**config.mk**
```make
export PLATFORM = sky130hd
export DESIGN_NAME = lifo_stack_with_value_purge
export DESIGN_NICKNAME = d
export VERILOG_FILES = /design/src/design/lsvp_pkg.sv /design/src/design/lifo_stack_with_value_purge.sv /design/src/design/lsvp_ram.sv /design/src/design/lsvp_ctrl.sv
export SDC_FILE = /design/constraint.sdc
export NUM_CORES = 1
export LEC_CHECK = 0
export BUFFER_PORTS_ARGS = -buffer_cell sky130_fd_sc_hd__buf_2
export CAP_MARGIN = 10
export CORE_UTILIZATION = 45
export CTS_BUF_LIST = sky130_fd_sc_hd__clkbuf_4
export DETAILED_ROUTE_END_ITERATION = 12
export GPL_TIMING_DRIVEN = 0
export REMOVE_ABC_BUFFERS = 1
export SLEW_MARGIN = 20
export SYNTH_ARGS = -nofsm -noshare
export SYNTH_HDL_FRONTEND = slang
export SYNTH_SLANG_ARGS = --single-unit
```
**constraint.sdc**
```tcl
create_clock -name clk -period 4.06 [get_ports clk]
set_input_delay 1.015 -clock clk [delete_from_list [all_inputs] [get_ports clk]]
set_output_delay 1.015 -clock clk [all_outputs]
set_load 0.02 [all_outputs]
```
**src/design/lsvp_pkg.sv**
```systemverilog
// ----------------------------------------------------------------------------
// lsvp_pkg
// Shared types and defaults for the lifo stack with value purge.
// ----------------------------------------------------------------------------
`default_nettype none

package lsvp_pkg;

  localparam int DEPTH_DEF      = 16;
  localparam int WORD_WIDTH_DEF = 32;

  typedef enum logic [1:0] {
    CMD_PUSH  = 2'd0,
    CMD_POP   = 2'd1,
    CMD_PEEK  = 2'd2,
    CMD_PURGE = 2'd3
  } cmd_t;

  typedef enum logic [1:0] {
    ST_DONE  = 2'd0,
    ST_EMPTY = 2'd1,
    ST_FULL  = 2'd2
  } status_t;

  typedef enum logic [1:0] {
    S_IDLE = 2'd0,
    S_READ = 2'd1,
    S_SCAN = 2'd2,
    S_EMIT = 2'd3
  } state_t;

endpackage

`default_nettype wire

```
**src/design/lifo_stack_with_value_purge.sv**
```systemverilog
// ----------------------------------------------------------------------------
// lifo_stack_with_value_purge
// Bounded lifo stack of unsigned words with push, pop, peek and value purge.
// ----------------------------------------------------------------------------
//  channel | dir | tdata (low bit up)               | tuser
//  in_     | in  | value                            | cmd
//  out_    | out | data, occupancy                  | status
//
//  push emits directly; pop and peek pass a registered memory read;
//  purge scans the stored entries, one through the compare unit per
//  cycle. in_tready is high only while the sequencer is idle. a result
//  sits in the output register; a stall there holds the next result in
//  the sequencer. synchronous active-low reset empties the stack.
// ----------------------------------------------------------------------------
`default_nettype none

module lifo_stack_with_value_purge #(
  parameter int DEPTH      = lsvp_pkg::DEPTH_DEF,
  parameter int WORD_WIDTH = lsvp_pkg::WORD_WIDTH_DEF,
  localparam int AW        = $clog2(DEPTH),
  localparam int LW        = $clog2(DEPTH + 1),
  localparam int IN_DW     = ((WORD_WIDTH + 7) / 8) * 8,
  localparam int OUT_DW    = ((WORD_WIDTH + LW + 7) / 8) * 8
) (
  input  wire logic              clk,
  input  wire logic              rst_n,
  input  wire logic              in_tvalid,
  output logic                   in_tready,
  input  wire logic [IN_DW-1:0]  in_tdata,   // value
  input  wire logic [1:0]        in_tuser,   // cmd
  output logic                   out_tvalid,
  input  wire logic              out_tready,
  output logic      [OUT_DW-1:0] out_tdata,  // data, occupancy
  output logic      [1:0]        out_tuser   // status
);

  logic                  emit;
  logic                  slot_free;
  logic                  load;
  lsvp_pkg::status_t     res_status;
  logic [WORD_WIDTH-1:0] res_data;
  logic [LW-1:0]         res_occ;

  logic                  mem_we;
  logic [AW-1:0]         mem_waddr;
  logic [WORD_WIDTH-1:0] mem_wdata;
  logic [AW-1:0]         mem_raddr;
  logic [WORD_WIDTH-1:0] mem_rdata;

  logic                  out_valid_r,  out_valid_nxt;
  lsvp_pkg::status_t     out_status_r;
  logic [WORD_WIDTH-1:0] out_data_r;
  logic [LW-1:0]         out_occ_r;

  lsvp_ctrl #(
    .DEPTH      (DEPTH),
    .WORD_WIDTH (WORD_WIDTH)
  ) u_ctrl (
    .clk        (clk),
    .rst_n      (rst_n),
    .in_valid   (in_tvalid),
    .in_ready   (in_tready),
    .in_cmd     (in_tuser),
    .in_value   (in_tdata[WORD_WIDTH-1:0]),
    .slot_free  (slot_free),
    .emit       (emit),
    .res_status (res_status),
    .res_data   (res_data),
    .res_occ    (res_occ),
    .mem_we     (mem_we),
    .mem_waddr  (mem_waddr),
    .mem_wdata  (mem_wdata),
    .mem_raddr  (mem_raddr),
    .mem_rdata  (mem_rdata)
  );

  lsvp_ram #(
    .DEPTH      (DEPTH),
    .WORD_WIDTH (WORD_WIDTH)
  ) u_ram (
    .clk   (clk),
    .we    (mem_we),
    .waddr (mem_waddr),
    .wdata (mem_wdata),
    .raddr (mem_raddr),
    .rdata (mem_rdata)
  );

  // output register frees up in the same cycle its transaction completes
  assign slot_free     = !out_valid_r || out_tready;
  assign load          = emit && slot_free;
  assign out_valid_nxt = load || (out_valid_r && !out_tready);

  always_ff @(posedge clk) begin
    if (!rst_n) begin
      out_valid_r <= 1'b0;
    end else begin
      out_valid_r <= out_valid_nxt;
    end
  end

  always_ff @(posedge clk) begin
    if (load) begin
      out_status_r <= res_status;
      out_data_r   <= res_data;
      out_occ_r    <= res_occ;
    end
  end

  assign out_tvalid = out_valid_r;
  assign out_tuser  = out_status_r;
  assign out_tdata  = OUT_DW'({out_occ_r, out_data_r});

endmodule

`default_nettype wire

```
**src/design/lsvp_ram.sv**
```systemverilog
// ----------------------------------------------------------------------------
// lsvp_ram
// Stack storage: one write port, one read port with registered read data.
// ----------------------------------------------------------------------------
`default_nettype none

module lsvp_ram #(
  parameter int DEPTH      = lsvp_pkg::DEPTH_DEF,
  parameter int WORD_WIDTH = lsvp_pkg::WORD_WIDTH_DEF,
  localparam int AW        = $clog2(DEPTH)
) (
  input  wire logic                  clk,
  input  wire logic                  we,
  input  wire logic [AW-1:0]         waddr,
  input  wire logic [WORD_WIDTH-1:0] wdata,
  input  wire logic [AW-1:0]         raddr,
  output logic      [WORD_WIDTH-1:0] rdata
);

  logic [WORD_WIDTH-1:0] mem [DEPTH];

  always_ff @(posedge clk) begin
    if (we) begin
      mem[waddr] <= wdata;
    end
  end

  always_ff @(posedge clk) begin
    rdata <= mem[raddr];
  end

endmodule

`default_nettype wire

```
**src/design/lsvp_ctrl.sv**
```systemverilog
// ----------------------------------------------------------------------------
// lsvp_ctrl
// Command sequencer with the shared compare unit used by the purge walk.
// ----------------------------------------------------------------------------
`default_nettype none

module lsvp_ctrl #(
  parameter int DEPTH      = lsvp_pkg::DEPTH_DEF,
  parameter int WORD_WIDTH = lsvp_pkg::WORD_WIDTH_DEF,
  localparam int AW        = $clog2(DEPTH),
  localparam int LW        = $clog2(DEPTH + 1)
) (
  input  wire logic                  clk,
  input  wire logic                  rst_n,
  input  wire logic                  in_valid,
  output logic                       in_ready,
  input  wire logic [1:0]            in_cmd,
  input  wire logic [WORD_WIDTH-1:0] in_value,
  input  wire logic                  slot_free,
  output logic                       emit,
  output lsvp_pkg::status_t          res_status,
  output logic      [WORD_WIDTH-1:0] res_data,
  output logic      [LW-1:0]         res_occ,
  output logic                       mem_we,
  output logic      [AW-1:0]         mem_waddr,
  output logic      [WORD_WIDTH-1:0] mem_wdata,
  output logic      [AW-1:0]         mem_raddr,
  input  wire logic [WORD_WIDTH-1:0] mem_rdata
);

  lsvp_pkg::state_t      state_r,  state_nxt;
  lsvp_pkg::status_t     status_r, status_nxt;
  logic [LW-1:0]         level_r,  level_nxt;
  logic [AW-1:0]         rd_r,     rd_nxt;
  logic [LW-1:0]         wr_r,     wr_nxt;
  logic [WORD_WIDTH-1:0] victim_r, victim_nxt;
  logic [WORD_WIDTH-1:0] data_r,   data_nxt;

  logic [LW-1:0] lvl_m1;
  logic [LW-1:0] rd_ext;
  logic [LW-1:0] wr_cnt;
  logic          keep;

  assign lvl_m1 = level_r - LW'(1);
  assign rd_ext = LW'(rd_r) + LW'(1);
  // shared compare unit: one stored entry per cycle during a purge
  assign keep   = (mem_rdata != victim_r);
  assign wr_cnt = wr_r + LW'(keep);

  always_ff @(posedge clk) begin
    if (!rst_n) begin
      state_r <= lsvp_pkg::S_IDLE;
      level_r <= '0;
    end else begin
      state_r <= state_nxt;
      level_r <= level_nxt;
    end
  end

  always_ff @(posedge clk) begin
    status_r <= status_nxt;
    rd_r     <= rd_nxt;
    wr_r     <= wr_nxt;
    victim_r <= victim_nxt;
    data_r   <= data_nxt;
  end

  always_comb begin
    state_nxt  = state_r;
    status_nxt = status_r;
    level_nxt  = level_r;
    rd_nxt     = rd_r;
    wr_nxt     = wr_r;
    victim_nxt = victim_r;
    data_nxt   = data_r;
    in_ready   = 1'b0;
    emit       = 1'b0;
    mem_we     = 1'b0;
    mem_waddr  = level_r[AW-1:0];
    mem_wdata  = in_value;
    mem_raddr  = lvl_m1[AW-1:0];

    case (state_r)
      lsvp_pkg::S_IDLE: begin
        in_ready = 1'b1;
        if (in_valid) begin
          status_nxt = lsvp_pkg::ST_DONE;
          data_nxt   = '0;
          state_nxt  = lsvp_pkg::S_EMIT;
          case (lsvp_pkg::cmd_t'(in_cmd))
            lsvp_pkg::CMD_PUSH: begin
              if (level_r == LW'(DEPTH)) begin
                status_nxt = lsvp_pkg::ST_FULL;
              end else begin
                mem_we    = 1'b1;
                level_nxt = level_r + LW'(1);
              end
            end
            lsvp_pkg::CMD_POP: begin
              if (level_r == '0) begin
                status_nxt = lsvp_pkg::ST_EMPTY;
              end else begin
                level_nxt = lvl_m1;
                state_nxt = lsvp_pkg::S_READ;
              end
            end
            lsvp_pkg::CMD_PEEK: begin
              if (level_r == '0) begin
                status_nxt = lsvp_pkg::ST_EMPTY;
              end else begin
                state_nxt = lsvp_pkg::S_READ;
              end
            end
            lsvp_pkg::CMD_PURGE: begin
              if (level_r != '0) begin
                victim_nxt = in_value;
                rd_nxt     = '0;
                wr_nxt     = '0;
                mem_raddr  = '0;
                state_nxt  = lsvp_pkg::S_SCAN;
              end
            end
            default: begin
              state_nxt = lsvp_pkg::S_EMIT;
            end
          endcase
        end
      end

      lsvp_pkg::S_READ: begin
        data_nxt  = mem_rdata;
        state_nxt = lsvp_pkg::S_EMIT;
      end

      lsvp_pkg::S_SCAN: begin
        // survivors are compacted downward, write index never passes read index
        if (keep) begin
          mem_we    = 1'b1;
          mem_waddr = wr_r[AW-1:0];
          mem_wdata = mem_rdata;
        end
        if (rd_ext == level_r) begin
          level_nxt = wr_cnt;
          state_nxt = lsvp_pkg::S_EMIT;
        end else begin
          rd_nxt    = rd_r + AW'(1);
          wr_nxt    = wr_cnt;
          mem_raddr = rd_r + AW'(1);
        end
      end

      lsvp_pkg::S_EMIT: begin
        emit = 1'b1;
        if (slot_free) begin
          state_nxt = lsvp_pkg::S_IDLE;
        end
      end

      default: begin
        state_nxt = lsvp_pkg::S_IDLE;
      end
    endcase
  end

  assign res_status = status_r;
  assign res_data   = data_r;
  assign res_occ    = level_r;

endmodule

`default_nettype wire

```
==> results <==
- The flow ran to the end, but the final reports show violations.
- The final reports fail on negative setup slack.
- The root buffer selected by CTS is clkbuf_4.
- For this run, the leading register cell type out of synthesis is edfxtp_1.
- The worst voltage drop across the vdd grid is 0.605 mV.
- From bottom edge to top edge, the die measures 244 µm.
- The number of enable-type register cells in the synthesized netlist is 626.
- The CTS tree is yes.
- The worst setup path is of the reg2reg kind.
- The initial antenna violation count is 1.
- The measured slew at the worst slew-check pin is 1.01 ns.
- Buffers inserted during clock tree synthesis total 168.
- Summing all placed instances gives a cell area of 28900 µm².
- The length of the first detailed-routing pass in iterations is 8.
- In this run the count of I/O pins placed on the die edge is 82.
- The share of async-settable or async-resettable flops after synthesis is 0%.
- The mean cell area of the mapped netlist is 15.9 µm².
- Setup violations remaining at the end of the flow were counted as 156.
- The signal on the critical path passes through xnor2_1, nand4_1, nor4_2, nand2_1, nand2_4, buf_16, nor3_1, a31oi_2, nor2_4, buf_16, buf_16.
- The number of nets in the final layout is 1950.
- The placed instance count is 2457.
- By instance count, the cell type seen most on the critical path is buf_16.
- The smallest clock period supported by the final layout is computed as 4.17 ns.
- The global-route wire length before repair is 100000 µm.
- The final number of max-transition violations was 0.
- Summing all multi-input logic gate instances after layout gives 6710 µm².
- For this design the ratio of total power to cell area is 754 nW/µm².
- The final hold violation count is 0.
- The number of non-filler instances in the completed layout is 2798.
- Entering global routing, the biggest net connects 74 pins.
- The leading cell type in the layout, fill and taps excluded is edfxtp_1.
- The sort of element at the end of the critical path is a flop.
- Max-cap violations in this run came to 0.
- The starting density of the core is 45.5%.
- The worst clock skew on the final layout is 0.0571 ns.
- The cell with the largest stage delay on the worst path is a31oi_2.
- The floorplan step defined a die boundary enclosing 59500 µm².
- The number of buffers between clock root and the deepest sink is 3.
- The number of distinct library cells after synthesis is 65.
- During placement, the flow inserted port buffers numbering 78.
- Summed over all cells, the static leakage comes to 0.0106 µW.
- The highest achievable clock rate is 240 MHz.
- The DRC marker count from the first detailed-route iteration is 1749.
- The number of global-route vias before repair came to 16000.
- The register cell area after layout is 19600 µm².
- The worst pin sits at a relative slew slack of 31.5%.
- The worst-path maximum fanout is 38.
- The fill cell total of the finished layout is 4616.
- The clock latency reported for the late side of the worst-skew pair is 1.01 ns.
- The final design area excluding fillers is 31700 µm².
- The synthesized netlist occupies a cell area of 26300 µm².
- The smallest setup slack after layout is -0.114 ns.
- The site row count is 88.
- The tightest hold path in the finished design has a slack of 0.200 ns.
- After synthesis, flip-flops and latches occupy 74.4% of the total area.
- The number of nets with antenna violations after detailed routing is 0.
- Wires add up to 70100 µm.
- Routability-driven placement finished with a final weighted congestion of 0.782.
- After detailed routing, the number of vias per cell comes to 5.82.
- The top cell types in the final layout, fill and taps aside, are edfxtp_1 (626), clkbuf_4 (270), mux2i_1 (129), nand3_1 (97), buf_2 (78).
- Data arrives at the worst endpoint at 4.89 ns.
- The clock-pin slew of the registers on the worst-case setup and hold paths is 0.07 ns.
- The largest single stage delay on the critical path is 0.59 ns.
- STA classifies the critical path startpoint as a flop.
- Counting both buffers and inverters, the worst setup path holds a total of 3.
- In this design, the largest share of critical-path delay is due to simple AND/OR/NAND/NOR gates.
- Across all layers, the routed design uses 16300 vias.
- The total of flip-flops plus latches after synthesis is 666.
- In this run the number of H-tree levels came out at 4.
- The total of warnings raised by yosys is 0.
- The worst path required time is 4.78 ns.
- The clock net sink count is 666.
- The tightest min-delay check is of the in2reg type.
- The layout overhead on the synthesized area is 20.4%.
- The portion of the clock cycle consumed by the worst path in the final layout is 103%.
- The die is 244 µm wide.
- The post-detailed-route wirelength per cell is 25.1 µm.
- The floorplan core area is 57800 µm².
- The residual overflow from global routing is 0.
- The fraction of final layout cells with drive strength greater than 1 is 27.6%.
- After technology mapping, the gate count stands at 1657.
- The total track usage is 23.2%.
- The total DRC errors in the routed layout is 0.
- The half-perimeter wire length after placement is 40100 µm.
-- cell families after synthesis --
group	Yosys count	synth area share, %
AOI/OAI and AO/OA	325	8.34
xor gates and xnor gates	45	1.53
adders and majority gates	14	0.665
other	1	0.0142
buffers and inverters	120	1.94
DFF	666	74.4
muxes	165	6.50
and+or+nand+nor	321	6.58
-- final cells by class --
type / count / share of cell area [%]
multi-input cells: 878 / 21.2
clock buffers: 270 / 6.39
clock inverters: 34 / 0.805
inverters: 14 / 0.189
repair buffers: 170 / 6.58
well taps: 765 / 3.02
flip-flops and latches: 666 / 61.8
diodes: 1 / 0.00789
-- power by group --
group          switching, µW  internal (µW)
clock network           2660           3260
registers                323           8800
logic                   5580           3290
total                   8560          15400
-- sequential cells by signal, indices dropped and copies added, names as in the netlist --
signal	cells
u_ctrl.res_status	2
u_ctrl.state_r	2
out_occ_r	5
out_data_r	32
u_ram.rdata	32
out_tvalid	1
u_ctrl.res_data	32
u_ctrl.victim_r	32
u_ctrl.res_occ	5
u_ctrl.rd_r	4
out_tuser	2
u_ram.mem	512
u_ctrl.wr_r	5
-- timing repair --
action	4_1_cts	5_1_grt
hold buffers	0	0
pin swaps	15	2
setup endpoints to repair	544	46
buffers inserted	23	8
endpoints found under the hold margin	0	0
gates cloned	2	3
resized for setup	27	7
-- routing by layer --
metal / track usage (%) / share of wire, % / vias up
li1: - / - / 7210
met5: 0 / 0 / -
met3: 6.41 / 8.4 / 134
met1: 31.4 / 43 / 8182
met4: 8.49 / 2.8 / 0
met2: 35.6 / 46 / 751
-- cell usage after synthesis (3+ instances only) --
cell / instances / share of area, %
a31oi_1: 27 / 0.64
or4_1: 14 / 0.40
edfxtp_1: 626 / 71
clkbuf_1: 74 / 1.1
buf_4: 7 / 0.20
ha_1: 14 / 0.67
o22ai_1: 53 / 1.3
and3_1: 28 / 0.67
buf_2: 22 / 0.42
mux2_2: 34 / 1.5
nor3_1: 4 / 0.076
and2_1: 39 / 0.93
mux2i_1: 129 / 4.9
xor2_1: 5 / 0.17
a32oi_1: 36 / 1.2
nand4_1: 8 / 0.19
dfxtp_1: 40 / 3.0
xnor2_1: 39 / 1.3
inv_1: 14 / 0.20
or3b_1: 18 / 0.60
o21ai_0: 77 / 1.5
nand2_1: 47 / 0.67
nor2_1: 43 / 0.61
a21oi_1: 35 / 0.67
nor3b_1: 3 / 0.086
nor2b_1: 5 / 0.12
nand3_1: 101 / 1.9
nand2b_1: 3 / 0.071
o21a_1: 3 / 0.086
a211oi_1: 55 / 1.6
a221oi_1: 14 / 0.47
-- stage by stage --
stage	TNS [ns]	setup WS, ns	util [%]	power [µW]
detailed placement	-270.19	-0.861	50.0	17600
global route	-5.85	-0.126	54.8	25000
global placement	-3380.22	-11.05	47.1	16400
floorplan	-144.67	-4.51	-	14100
CTS	-0.0591	-0.0171	54.6	23900
finish	-9.72	-0.114	54.8	23900
-- worst paths after layout --
kind	start	endpoint	slack (ns)	cells after the start
worst max-delay path	u_ctrl.victim_r[21]$_DFFE_PP_	u_ram.mem[12][1]$_DFFE_PP_	-0.11	11
worst min-delay path	in_tdata[29]	u_ctrl.victim_r[29]$_DFFE_PP_	0.20	1
worst max register to register	u_ctrl.victim_r[21]$_DFFE_PP_	u_ram.mem[12][1]$_DFFE_PP_	-0.11	11
worst min register to register	u_ctrl.res_data[13]$_SDFFCE_PN0P_	out_data_r[13]$_DFFE_PP_	0.41	0
Note: power is estimated with default switching activity, not from simulation.
